File: src/hw/rtl/assert_macros.svh
// ----------------------------------------------------------------------------
// Assertion macros for the top-level RTL file
// Concurrent checks sampled on clk_i and disabled while rst_ni is low.
// ----------------------------------------------------------------------------
`ifndef ASSERT_MACROS_SVH
`define ASSERT_MACROS_SVH

// Same-cycle implication
`define ASSERT_IMPL(label, ante, cons) \
  label: assert property (@(posedge clk_i) disable iff (!rst_ni) (ante) |-> (cons)) \
    else $error("assertion failed");

// Next-cycle implication
`define ASSERT_NEXT(label, ante, cons) \
  label: assert property (@(posedge clk_i) disable iff (!rst_ni) (ante) |=> (cons)) \
    else $error("assertion failed");

`endif

File: src/hw/rtl/mbe_queue.sv
// ----------------------------------------------------------------------------
// mbe_queue
// Small register queue between the front and the iteration engine.
// ----------------------------------------------------------------------------
`default_nettype none

module mbe_queue #(
  parameter int unsigned WIDTH = 64,
  parameter int unsigned DEPTH = 4
) (
  input  wire logic             clk_i,
  input  wire logic             rst_ni,
  input  wire logic             push_i,
  input  wire logic [WIDTH-1:0] wdata_i,
  output logic                  full_o,
  input  wire logic             pop_i,
  output logic [WIDTH-1:0]      rdata_o,
  output logic                  empty_o
);

  localparam int unsigned PTR_W = $clog2(DEPTH);
  localparam int unsigned CNT_W = $clog2(DEPTH + 1);

  logic [WIDTH-1:0] mem [DEPTH];
  logic [PTR_W-1:0] wr_ptr_q, rd_ptr_q;
  logic [CNT_W-1:0] cnt_q;
  logic             do_push, do_pop;

  assign full_o  = (cnt_q == CNT_W'(DEPTH));
  assign empty_o = (cnt_q == '0);
  assign do_push = push_i && !full_o;
  assign do_pop  = pop_i && !empty_o;
  assign rdata_o = mem[rd_ptr_q];

  // Advance pointers and fill level
  always_ff @(posedge clk_i or negedge rst_ni) begin
    if (!rst_ni) begin
      wr_ptr_q <= '0;
      rd_ptr_q <= '0;
      cnt_q    <= '0;
    end else begin
      if (do_push) begin
        wr_ptr_q <= (wr_ptr_q == PTR_W'(DEPTH - 1)) ? '0 : wr_ptr_q + 1'b1;
      end
      if (do_pop) begin
        rd_ptr_q <= (rd_ptr_q == PTR_W'(DEPTH - 1)) ? '0 : rd_ptr_q + 1'b1;
      end
      if (do_push && !do_pop) begin
        cnt_q <= cnt_q + 1'b1;
      end else if (do_pop && !do_push) begin
        cnt_q <= cnt_q - 1'b1;
      end
    end
  end

  // Store entry
  always_ff @(posedge clk_i) begin
    if (do_push) begin
      mem[wr_ptr_q] <= wdata_i;
    end
  end

endmodule

`default_nettype wire

File: config.mk
export PLATFORM = sky130hd
export DESIGN_NAME = mbe_queue
export DESIGN_NICKNAME = d
export VERILOG_FILES = /design/src/hw/rtl/assert_macros.svh /design/src/hw/rtl/mbe_queue.sv
export SDC_FILE = /design/constraint.sdc
export NUM_CORES = 1
export LEC_CHECK = 0
export BUFFER_PORTS_ARGS = -buffer_cell sky130_fd_sc_hd__buf_2
export CORE_UTILIZATION = 34
export CTS_BUF_LIST = sky130_fd_sc_hd__clkbuf_4 sky130_fd_sc_hd__clkbuf_8 sky130_fd_sc_hd__clkbuf_16
export DETAILED_ROUTE_END_ITERATION = 16
export PLACE_DENSITY = 0.55
export SLEW_MARGIN = 20
export SYNTH_ARGS = -nofsm -noshare
export SYNTH_HDL_FRONTEND = slang
export SYNTH_SLANG_ARGS = --single-unit
File: constraint.sdc
create_clock -name clk_i -period 5 [get_ports clk_i]
set_input_delay 1 -clock clk_i [delete_from_list [all_inputs] [get_ports clk_i]]
set_output_delay 1 -clock clk_i [all_outputs]
set_load 0.05 [all_outputs]
Word level (Yosys, flattened, before mapping). Memory sizes are Yosys's and may differ from the RTL's. Cells that the tools add are included.

Add/sub/neg operators: 4. Reductions and logical operators: 10. Equal/unequal tests: 3. Mux-type cells: 6.

Operators with widths (number): $mux W3 (2); $add A2 B1 Y2 const B (2); $eq A2 B2 Y1 const B (2); $logic_and A1 B1 Y1 (4); $logic_not A1 Y1 (4); $mux W2 (2); $add A3 B1 Y3 const B (1); $eq A3 B3 Y1 const B (1); $logic_not A3 Y1 (1); $sub A3 B1 Y3 const B (1); $mux W1 (2); $reduce_bool A2 Y1 (1).

Memory bits (writable): 256. Output and inout port bits: 66. Input port bits: 68. Bits in registers: 7. Word-level logic and storage cells: 27. Memories: 1.

Memory list: mem (words 4, width 64, rd ports 1, clocked after memory_dff 0, write ports 1, RTL line mbe_queue.sv:24) `logic [WIDTH-1:0] mem [DEPTH];`.

Depth between registers and ports, before layout.
Depth in word-level cells: 7. Mapped depth: 8. Depth with buffers taken out: 8.

Worst setup path before layout. OpenSTA, ideal clock, no wires.

Path type: input to register. Start point: in push_i. End point: mem mem[3][0] (enable). Setup slack: 768 ps. Stages: 2. Setup time: 488 ps. Arrival: 3744 ps. Cells stage by stage: nand2_1 nor2_1.

Cells in the longest elaborated chain, start to end: 3.

RTL lines: from (decl) (RTL line mbe_queue.sv:13) `input wire logic push_i,`; $logic_and A1 B1 Y1 (RTL line mbe_queue.sv:31) `assign do_push = push_i && !full_o;`; $mux W1 (RTL line mbe_queue.sv:58) `if (do_push) begin`; $mux W1 (implied by the code) (RTL line mbe_queue.sv:59) `mem[wr_ptr_q] <= wdata_i;`; to (decl) (RTL line mbe_queue.sv:24).

Every way passes these cells.

Worst setup path after layout.
Start point: reg rd_ptr_q[0]. End point: out rdata_o[43].

Cells in the longest elaborated chain, start to end: 1.

RTL lines: from (decl) (RTL line mbe_queue.sv:25) `logic [PTR_W-1:0] wr_ptr_q, rd_ptr_q;`; from (signal assigned) (RTL line mbe_queue.sv:46) `rd_ptr_q <= (rd_ptr_q == PTR_W'(DEPTH - 1)) ? '0 : rd_ptr_q + 1'b1;`; $mem_v2 Z4 W64; to (decl) (RTL line mbe_queue.sv:17) `output logic [WIDTH-1:0] rdata_o,`.

Every way passes these cells.

==> metrics <==
VDD IR max 0.378 mV; Clock Tree Buf Depth 3; status completed; initial core utilization 0.347; clock root cell clkbuf_16; die area approximately 29000 sq um; number of buffers created by CTS 28; Post-CTS Resized 0; area grow syn2layout 21.5%; met1 Use GR 0.163; Max-Cap Viols 0; Slew headroom 0.295; Top Usage Layer GRT met2; # port buffers 133; Synth Net Count 446; CP endpoint kind output port; cell taking the most area after synthesis edfxtp_1; P per Cell Area 693 nW/um^2; Crit path buffers/inverters 2; Via Count roughly 4300; number of synthesized flops with an enable pin between 200 and 300; Clock transition at path regs 60 ps; Worst-Skew Late Latency 530 ps; GR Util met2 0.210; CP max-delay cell dfrtp_4; Netlist Area Pre-Place 9700 sq um; pin count of the biggest net entering global routing 67; routed wire length 18000 microns; worst hold path type in -> async; grt ovf 0; period utilisation layout 0.730; Synth Register Bits 263; worst path cell trace buf_12 > mux4_2 > buf_2; Sink Count 263; Synth Flop Type edfxtp_1; Yosys cell types 22; WL per Instance between 15 and 20 microns; initial antenna violation count 3; crit path DAT 2650 ps; top-area cell type share of the netlist area 0.793; first drt pass iteration count 4; first-pass GRT wire length 27600 microns; Syn Inst Count 371; ANT nets after route 0; Slew Viols, Final 0; die height ~170 microns; worst slew pin tran 1060 ps; final hold vios 0; core area approximately 28000 sq um; Design Power 8170 uW; critical path class reg -> out; Mapped Avg Cell Area 26.1 sq um; area post-placement roughly 11000 sq um; Site Rows 61; DP HPWL between 10000 and 15000 microns; postcts setup bufs 0; CP max stage delay 980 ps; register area share after synthesis 0.811; Hold-fix buffers, CTS 0; top cells by area, synth edfxtp_1, mux4_2, dfrtp_1; H-tree lvl count 1; CTS tree done; CP top delay family flip-flops; setup_tns 0 ps; Tot GR Track Use 0.126; Worst EP required 4000 ps; Period minus WS final 3650 ps; chip width 171 microns; RSZ-0062 raised after global routing no; io pins between 100 and 150; Iter 0 DRT Violations 228; critical path startpoint category register; drt drc 0; vias in the first global route 4769; worst clock skew about 6.8 ps; share of cells above drive strength 1 0.481; Max Clk Rate 274 MHz; YS warnings 0; Design Area, Final 11800 sq um; placer congestion estimate 0.671; M3 GR Usage 0.0338; CP max FO 43; ys async rst share 0.0266; DR vias/cell 4.66; leak pwr ~0.0040 uW; nets 598; # setup viols final 0; fin util 0.422
[cells by family (layout without fill, tap and decap cells)]
family | after synthesis | count (layout) | synth area share
simple gates | 11 | 11 | 0.00787
buf+inv | 17 | 191 | 0.0120
other cells | 0 | 1 | 0
fa+ha+maj | 7 | 7 | 0.00980
flops | 263 | 263 | 0.811
mux | 68 | 68 | 0.154
compound gates | 2 | 2 | 0.00297
xor+xnor | 3 | 3 | 0.00271
[worst paths after layout]
check | slack, ps | to | depth (start not counted) | from
setup / recovery | 1350 | rdata_o[43] | 3 | rd_ptr_q[0]
hold / removal | 300 | cnt_q[2] | 1 | rst_ni
setup reg to reg | 2820 | mem[1][11] | 3 | cnt_q[2]
hold reg to reg | 580 | wr_ptr_q[1] | 1 | wr_ptr_q[1]
max in group asynchronous | 4520 | rd_ptr_q[0] | 1 | rst_ni
min in group clk_i | 580 | wr_ptr_q[1] | 1 | wr_ptr_q[1]
[worst reg2reg max path, cell delays in order (launching register included)]
cell     delay [ps]
dfrtp_1         440
nor3b_4         210
nor2b_4         230
and2_4          880
[layer usage]
layer | vias to the layer above | part of all wire
met5 | - | 0.0015
li1 | 1892 | -
met1 | 2254 | 0.43
met2 | 120 | 0.49
met3 | 36 | 0.055
met4 | 4 | 0.021
[registers in the layout (all words and copies together), names as in the netlist]
name and cells:
cnt_q 3, rd_ptr_q 2, wr_ptr_q 2, mem 256
[where the power goes]
part | total, uW | internal [uW] | switching (uW)
Clock | 2090 | 1280 | 810
Combinational | 2820 | 907 | 1910
Sequential | 3250 | 2920 | 336
[layout by cell type (no fill, tap or decap), drive strengths merged, types with 2 or more instances in the layout]
master / Yosys / layout
nor2: 3 / 3
and2: 3 / 3
mux2: 4 / 4
mux4: 64 / 64
clkinvlp: 0 / 2
nor3: 2 / 2
clkbuf: 1 / 38
edfxtp: 256 / 256
bufinv: 0 / 3
dfrtp: 7 / 7
buf: 13 / 136
inv: 3 / 3
clkinv: 0 / 9
xor2: 2 / 2
ha: 6 / 6
[cells in the mapped netlist (3+ instances only)]
library cell,number
inv_1,3
buf_6,5
dfrtp_1,7
and2_1,3
edfxtp_1,256
nor2_1,3
buf_2,6
mux4_2,64
ha_1,6
[final cells by class]
type,instances,area [sq um]
Fill cell,2481,16100
Sequential cell,263,7870
Multi-Input combinational cell,91,1740
Clock buffer,38,806
Timing Repair Buffer,136,733
Tap cell,378,473
Clock inverter,14,154
Inverter,3,11.3
Antenna cell,1,2.50
[per-stage QoR]
stage | setup slack, ps | instances | hold slack (ps)
5_1_grt | 1120 | 923 | 284
4_1_cts | 1220 | 923 | 273
3_5_place_dp | 1790 | 871 | 563
2_1_floorplan | 768 | 371 | 535
6_report | 1350 | 924 | 297
3_3_place_gp | 1830 | 870 | 549
Note: power is estimated with default switching activity, not from simulation.
