$ cat src/hw/rtl/assert_macros.svh
// ----------------------------------------------------------------------------
// Assertion macros for the top-level RTL file
// Concurrent checks sampled on clk_i and disabled while rst_ni is low.
// ----------------------------------------------------------------------------
`ifndef ASSERT_MACROS_SVH
`define ASSERT_MACROS_SVH

// Same-cycle implication
`define ASSERT_IMPL(label, ante, cons) \
  label: assert property (@(posedge clk_i) disable iff (!rst_ni) (ante) |-> (cons)) \
    else $error("assertion failed");

// Next-cycle implication
`define ASSERT_NEXT(label, ante, cons) \
  label: assert property (@(posedge clk_i) disable iff (!rst_ni) (ante) |=> (cons)) \
    else $error("assertion failed");

`endif

$ cat src/hw/rtl/mbe_pkg.sv
// ----------------------------------------------------------------------------
// mbe_pkg
// Types and constants of the escape-time pixel engine.
// ----------------------------------------------------------------------------
`default_nettype none

package mbe_pkg;

  // Register indexes on the configuration port
  localparam logic [2:0] REG_X_ORIGIN  = 3'd0;
  localparam logic [2:0] REG_X_INC     = 3'd1;
  localparam logic [2:0] REG_Y_ORIGIN  = 3'd2;
  localparam logic [2:0] REG_Y_INC     = 3'd3;
  localparam logic [2:0] REG_LIMIT     = 3'd4;
  localparam logic [2:0] REG_HIGH_PREC = 3'd5;

  localparam int unsigned COORD_W = 10;
  localparam int unsigned LIMIT_W = 16;
  localparam int unsigned COUNT_W = LIMIT_W + 1;
  localparam int unsigned PAL_W   = 4;

  localparam int unsigned HI_FRAC = 26;
  localparam int unsigned LO_FRAC = 10;
  localparam int unsigned LO_CUT  = 16;

  // Escape thresholds: four in s5.26 and in s5.10
  localparam logic signed [31:0] ESC_HI = 32'sd4 <<< HI_FRAC;
  localparam logic signed [31:0] ESC_LO = 32'sd4 <<< LO_FRAC;

  localparam logic [PAL_W-1:0] PAL_INSIDE = 4'd8;

  typedef struct packed {
    logic signed [31:0]  x_origin;
    logic [30:0]         x_increment;
    logic signed [31:0]  y_origin;
    logic [30:0]         y_increment;
    logic [LIMIT_W-1:0]  iteration_limit;
    logic                high_precision;
  } cfg_t;

  // Point handed from the front to the iteration engine
  typedef struct packed {
    logic signed [31:0] cr;
    logic signed [31:0] ci;
  } point_t;

endpackage

`default_nettype wire

$ cat src/hw/rtl/mbe_front.sv
// ----------------------------------------------------------------------------
// mbe_front
// Accepts pixels and maps them to points c in the selected number format.
// ----------------------------------------------------------------------------
`default_nettype none

module mbe_front (
  input  wire logic                         clk_i,
  input  wire logic                         rst_ni,
  input  wire mbe_pkg::cfg_t                cfg_i,
  input  wire logic                         push_i,
  output logic                              full_o,
  input  wire logic [mbe_pkg::COORD_W-1:0]  column_i,
  input  wire logic [mbe_pkg::COORD_W-1:0]  row_i,
  output logic                              q_push_o,
  output mbe_pkg::point_t                   q_data_o,
  input  wire logic                         q_full_i
);

  logic                        a_valid_q, a_valid_d;
  logic [mbe_pkg::COORD_W-1:0] col_q, row_q;
  logic                        b_valid_q, b_valid_d;
  logic [31:0]                 px_q, py_q;
  logic                        a_adv, b_adv, accept;
  logic [40:0]                 px_full, py_full;
  logic [31:0]                 cr32, ci32;

  // Stage handshakes: each stage moves when the one after it has room
  assign b_adv  = b_valid_q && !q_full_i;
  assign a_adv  = a_valid_q && (!b_valid_q || b_adv);
  assign accept = push_i && (!a_valid_q || a_adv);
  assign full_o = a_valid_q && !a_adv;

  assign a_valid_d = accept ? 1'b1 : (a_adv ? 1'b0 : a_valid_q);
  assign b_valid_d = a_adv  ? 1'b1 : (b_adv ? 1'b0 : b_valid_q);

  // Index times step, wrapped to 32 bits
  assign px_full = 41'(col_q) * 41'(cfg_i.x_increment);
  assign py_full = 41'(row_q) * 41'(cfg_i.y_increment);

  always_ff @(posedge clk_i or negedge rst_ni) begin
    if (!rst_ni) begin
      a_valid_q <= 1'b0;
      b_valid_q <= 1'b0;
    end else begin
      a_valid_q <= a_valid_d;
      b_valid_q <= b_valid_d;
    end
  end

  // Capture pixel and products
  always_ff @(posedge clk_i) begin
    if (accept) begin
      col_q <= column_i;
      row_q <= row_i;
    end
    if (a_adv) begin
      px_q <= px_full[31:0];
      py_q <= py_full[31:0];
    end
  end

  // Add origin, then cut to s5.10 in low mode
  assign cr32 = cfg_i.x_origin + px_q;
  assign ci32 = cfg_i.y_origin + py_q;

  always_comb begin
    if (cfg_i.high_precision) begin
      q_data_o.cr = cr32;
      q_data_o.ci = ci32;
    end else begin
      q_data_o.cr = {{mbe_pkg::LO_CUT{cr32[31]}}, cr32[31:mbe_pkg::LO_CUT]};
      q_data_o.ci = {{mbe_pkg::LO_CUT{ci32[31]}}, ci32[31:mbe_pkg::LO_CUT]};
    end
  end

  assign q_push_o = b_adv;

endmodule

`default_nettype wire

$ cat config.mk
export PLATFORM = sky130hd
export DESIGN_NAME = mbe_front
export DESIGN_NICKNAME = d
export VERILOG_FILES = /design/src/hw/rtl/assert_macros.svh /design/src/hw/rtl/mbe_pkg.sv /design/src/hw/rtl/mbe_front.sv
export SDC_FILE = /design/constraint.sdc
export NUM_CORES = 1
export LEC_CHECK = 0
export BUFFER_PORTS_ARGS = -buffer_cell sky130_fd_sc_hd__buf_2
export CORE_ASPECT_RATIO = 1.1
export CORE_UTILIZATION = 65
export DETAILED_ROUTE_END_ITERATION = 10
export PLACE_DENSITY = 0.87
export SLEW_MARGIN = 20
export SYNTH_ARGS = -nofsm -noshare
export SYNTH_HDL_FRONTEND = slang
export SYNTH_SLANG_ARGS = --single-unit
$ cat constraint.sdc
create_clock -name clk_i -period 10.85 [get_ports clk_i]
set_input_delay 0.5425 -clock clk_i [delete_from_list [all_inputs] [get_ports clk_i]]
set_output_delay 0.5425 -clock clk_i [all_outputs]
set_load 0.1 [all_outputs]
[Yosys cells after proc, flatten, opt, wreduce, memory -nomap -nowiden]
Cells that the tools add are included.
Widths: inputs -> output; s select.
Storage, ports and cells
  logic and storage cells: 27
  bits in registers: 86
  output and inout bits: 66
Cells by class
  $add $sub $neg: 2
  multiply operators: 2
  reduce and logical (&&, ||, !) cells: 12
  mux-type cells: 5
Operators with widths (count)
  $add 32x32->32: 2
  $mul 10x31->32: 2
  $mux 63: 1
  $logic_and 1x1->1: 4
  $logic_not 1->1: 4
  $mux 1: 4
  $reduce_bool 2->1: 2
  $logic_or 1x1->1: 2

[Longest topological paths before layout]
  depth after elaboration: 7
  mapped depth: 24
  mapped depth without buffers: 22

[Worst setup path before layout]
Ideal clock, no wire load.
  path type: flip-flop to flip-flop
  start point: register row_q[2] (netlist bit)
  end point: register py_q[30] (data pin)
  arrival time: 5.674 ns
  slack: 4.914 ns
  data required time: 10.588 ns
  stages on the path, launching flop included: 24
  cell sequence: edfxtp_1 > clkbuf_1 > buf_1 > nand2_1 > fa_1 > inv_1 > fa_1 > fa_1 > fa_1 > inv_1 > fa_1 > inv_1 > ha_1 > and2_1 > clkbuf_1 > a221o_1 > a21o_1 > a21o_1 > a21oi_1 > o21a_1 > o21ai_0 > a31oi_1 > mux2i_1 > nand3_1
On the way
  longest elaborated chain between the ends: 1
Ends and longest elaborated chain
  start, declared: line mbe_front.sv:21  | logic [mbe_pkg::COORD_W-1:0] col_q, row_q;
  start signal, assigned: line mbe_front.sv:55  | row_q <= row_i;
  $mul 10x31->32: line mbe_front.sv:39  | assign py_full = 41'(row_q) * 41'(cfg_i.y_increment);
  net py_full[30]: line mbe_front.sv:25  | logic [40:0] px_full, py_full;
  end signal, assigned: line mbe_front.sv:59  | py_q <= py_full[31:0];
  end, declared: line mbe_front.sv:23  | logic [31:0] px_q, py_q;
The timed path passes the listed nets, and every way through them passes these cells.
A chain may end at the register's enable or synchronous reset.

[Final worst setup path]
  start point: register col_q[5] (netlist bit)
  end point: register px_q[29] (data pin)
On the way
  longest elaborated chain between the ends: 1
Ends and longest elaborated chain
  start, declared: line mbe_front.sv:21
  start signal, assigned: line mbe_front.sv:54  | col_q <= column_i;
  $mul 10x31->32: line mbe_front.sv:38  | assign px_full = 41'(col_q) * 41'(cfg_i.x_increment);
  net px_full[29]: line mbe_front.sv:25
  end signal, assigned: line mbe_front.sv:58  | px_q <= px_full[31:0];
  end, declared: line mbe_front.sv:23
The timed path passes the listed nets, and every way through them passes these cells.

==> run_results.csv <==
group,metric,value,unit
run_status,result_of_the_run,"complete, no violations",
place,dp.final_hpwl,44.7,mm
sta,fin_setup_tns,0,ns
min_path,hp-class,"in2reg",
detailed_routing,drc,0,
critical_path,critPathBufInv,2,
critical_path,critPathKind,"reg2reg",
synthesis,synth_commonest_cells,"inv_1 (410), fa_1 (398), nand2_1 (354)",
cts,cts_root_buffer,"clkbuf_16",
critical_path,worst_path_largest_cell_delay,1.09,ns
cts,worstSkewPairLatency,0.36,ns
place,port_buffers,216,
floorplan,initial_core_util,66.2,%
floorplan,die_ht,195,um
sta,timing_hold_violations_final,0,
synthesis,library_cell_with_the_highest_instance_count_after_synthesis,"inv_1",
detailed_routing,route.antenna.remaining_nets,0,
sta,finalMaxSlewViolations,0,
critical_path,path_delay_family,"adder cells",
detailed_routing,detailedRoute.firstIterationViolations,1282,
grt,grtUsageMet3,6.41,%
detailed_routing,detail_route.first_pass.iterations,6,
grt,grt_max_degree,65,
layout,layout.nets,3308,
flow_run,timing.max_cap.violations,0,
cts,cts_sinks,86,
layout,syn_to_final_growth,7.32,%
synthesis,yosysWarningCount,0,
grt,global_route_congestion_overflow_total,0,
floorplan,pin_count,233,
synthesis,ys_types,72,
synthesis,synth_largest_area_cell,"fa_1",
sta,fin_skew,0.0118,ns
critical_path,cell_chain_of_the_critical_path,"and2_1 > fa_1 > fa_1 > fa_1 > fa_1 > inv_1 > fa_1 > inv_1 > ha_1 > nand3_1 > nor2_1 > nand2_1 > o32ai_1 > nor4_1 > o31ai_1 > a211oi_1 > o21bai_1 > a21oi_1 > xnor2_1",
grt,antenna_found_initial,7,
grt,grt_first_pass_wirelength,92.3,mm
grt,grt_most_used_layer,"met2",
sta,timing.final.crit_period,6.81,ns
sta,post-route-period-util,62.7,%
cts,cts.reportedPaths.clkPinSlew,0.07,ns
cts,cts_made_buffers,9,
detailed_routing,routedWlPerCell,18.4,um
synthesis,synthesis.area_per_instance,8.99,um2
floorplan,placementRows,70,
cts,post_cts_buffers,0,
critical_path,worst_ep_required_time,10.99,ns
synthesis,synth_edf_count,84,
critical_path,crit_path_max_fanout,27,
sta,grt_setup_unrepaired,"no",
critical_path,crit_arrival,6.95,ns
synthesis,synth_seq_area_share,11.7,%
cts,max-clock-path-buffers,2,
grt,grtUsageMet2,57.2,%
synthesis,mappedNetlistNets,3176,
sta,clock.fmax,147,MHz
critical_path,setup.worst_path.end_class,"flop",
sta,final-setup-viol-count,0,
critical_path,crit_path_top_delay_cell,"edfxtp_1",
synthesis,synth_top_area_share,36.1,%
floorplan,dieArea,34700,um2
floorplan,chipWidth,178,um
grt,first_global_vias,19000,
critical_path,timing.critical_path.from_type,"flop",
synthesis,netlist_instances,2457,
detailed_routing,vias,17800,
detailed_routing,detail_route.vias_per_cell,5.89,
sta,timing_worst_slew_pin_value,1.12,ns
critical_path,timing.critical_path.mode_cell,"fa_1",
synthesis,synth_area_leaders,"fa_1 (36%), edfxtp_1 (11%), ha_1 (8.7%), and2_1 (8.2%), inv_1 (7.0%)",
layout,share_of_post_route_cells_with_drive_strength_above_1,10.6,%
synthesis,postSynth.asyncResetShare,2.33,%
cts,cts_max_level,3,
detailed_routing,total_length_of_routed_wires,55.8,mm
grt,groute.usage.overall,34.0,%
cts,tritoncts,"yes",
grt,global_route.usage.met1,43.7,%
synthesis,ys.flop_type,"edfxtp_1",
place,place_congestion,0.987,
sta,slew_headroom,25.6,%
synthesis,syn_area,22100,um2
floorplan,core-area,33400,um2
synthesis,synth_seq_cells,86,
==> cell type report <==
class / instances / area (um2)
inverters: 410 / 1540
diodes: 1 / 2.50
fillers: 2519 / 9680
clock buffers: 10 / 229
well taps: 432 / 541
repair buffers: 231 / 1200
flip-flops and latches: 86 / 2570
multi-input cells: 1851 / 17500
clock inverters: 6 / 75.1
==> final timing paths <==
path / slack [ns] / end / cells past startpoint / start
hold / removal: 0.35 / row_q[8]$_DFFE_PP_ / 1 / row_i[8]
min in group asynchronous: 0.49 / a_valid_q$_DFFE_PN0P_ / 2 / rst_ni
hold reg to reg: 0.50 / b_valid_q$_DFFE_PN0P_ / 1 / a_valid_q$_DFFE_PN0P_
setup reg to reg: 4.04 / px_q[29]$_DFFE_PP_ / 19 / col_q[5]$_DFFE_PP_
max in group asynchronous: 10.26 / b_valid_q$_DFFE_PN0P_ / 2 / rst_ni
setup / recovery: 4.04 / px_q[29]$_DFFE_PP_ / 19 / col_q[5]$_DFFE_PP_
==> routing by layer <==
layer  up-vias  part of all wire [%]
met5         -                  0.17
met2       894                    48
met4        12                   3.2
li1       7970                     -
met1      8817                    39
met3       151                   9.6
==> registers in the layout (all words and copies together) (netlist names) <==
register,flops
row_q,10
b_valid_q,1
a_valid_q,1
px_q,32
py_q,32
col_q,10
==> kinds of logic after synthesis <==
family,after synthesis,synth area share (%)
mux,13,0.657
compound gates,348,10.5
fa+ha+maj,552,44.8
flops,86,11.7
buf+inv,520,8.96
simple gates,805,18.1
xor+xnor,133,5.28
==> what timing repair did <==
action | in CTS | in global routing
hold buffers | 1 | 0
hold endpoints to repair | 2 | 0
resized for setup | 0 | 0
==> metrics by stage <==
step                hold slack [ns]  instance area, um2  setup slack, ns  util, %  instances
floorplan                     0.247               22100             4.91        -       2457
global placement              0.327               23400             4.38     70.1       3009
detailed placement            0.332               23400             4.21     70.1       3009
CTS                           0.344               23700             4.16     71.0       3026
global route                  0.345               23700             3.62     71.0       3026
finish                        0.353               23700             4.04     71.0       3027
==> cells in the final DEF (no fill, tap or decap), types with 4 or more instances in the layout <==
master,instances
buf_4,14
a41oi_1,4
and2_1,289
a211oi_1,17
o21a_1,15
nand4_1,8
xnor2_1,94
and3_1,11
o21ai_1,4
nor2b_1,10
nand2b_1,15
fa_1,398
a21boi_0,5
nand2_1,354
a31oi_1,11
or3_1,5
nor3_1,20
or2_2,5
mux2_2,12
o31ai_1,11
o21ai_0,61
ha_1,154
a21o_1,82
a21oi_1,84
o21bai_1,14
edfxtp_1,84
nor4_1,5
clkbuf_16,9
inv_1,410
nand3_1,21
buf_2,216
xor2_1,39
nor2_1,49
o211ai_1,8
Power is not shown: default switching activity piles up to over one toggle a cycle in this logic, so the estimate is an artifact.
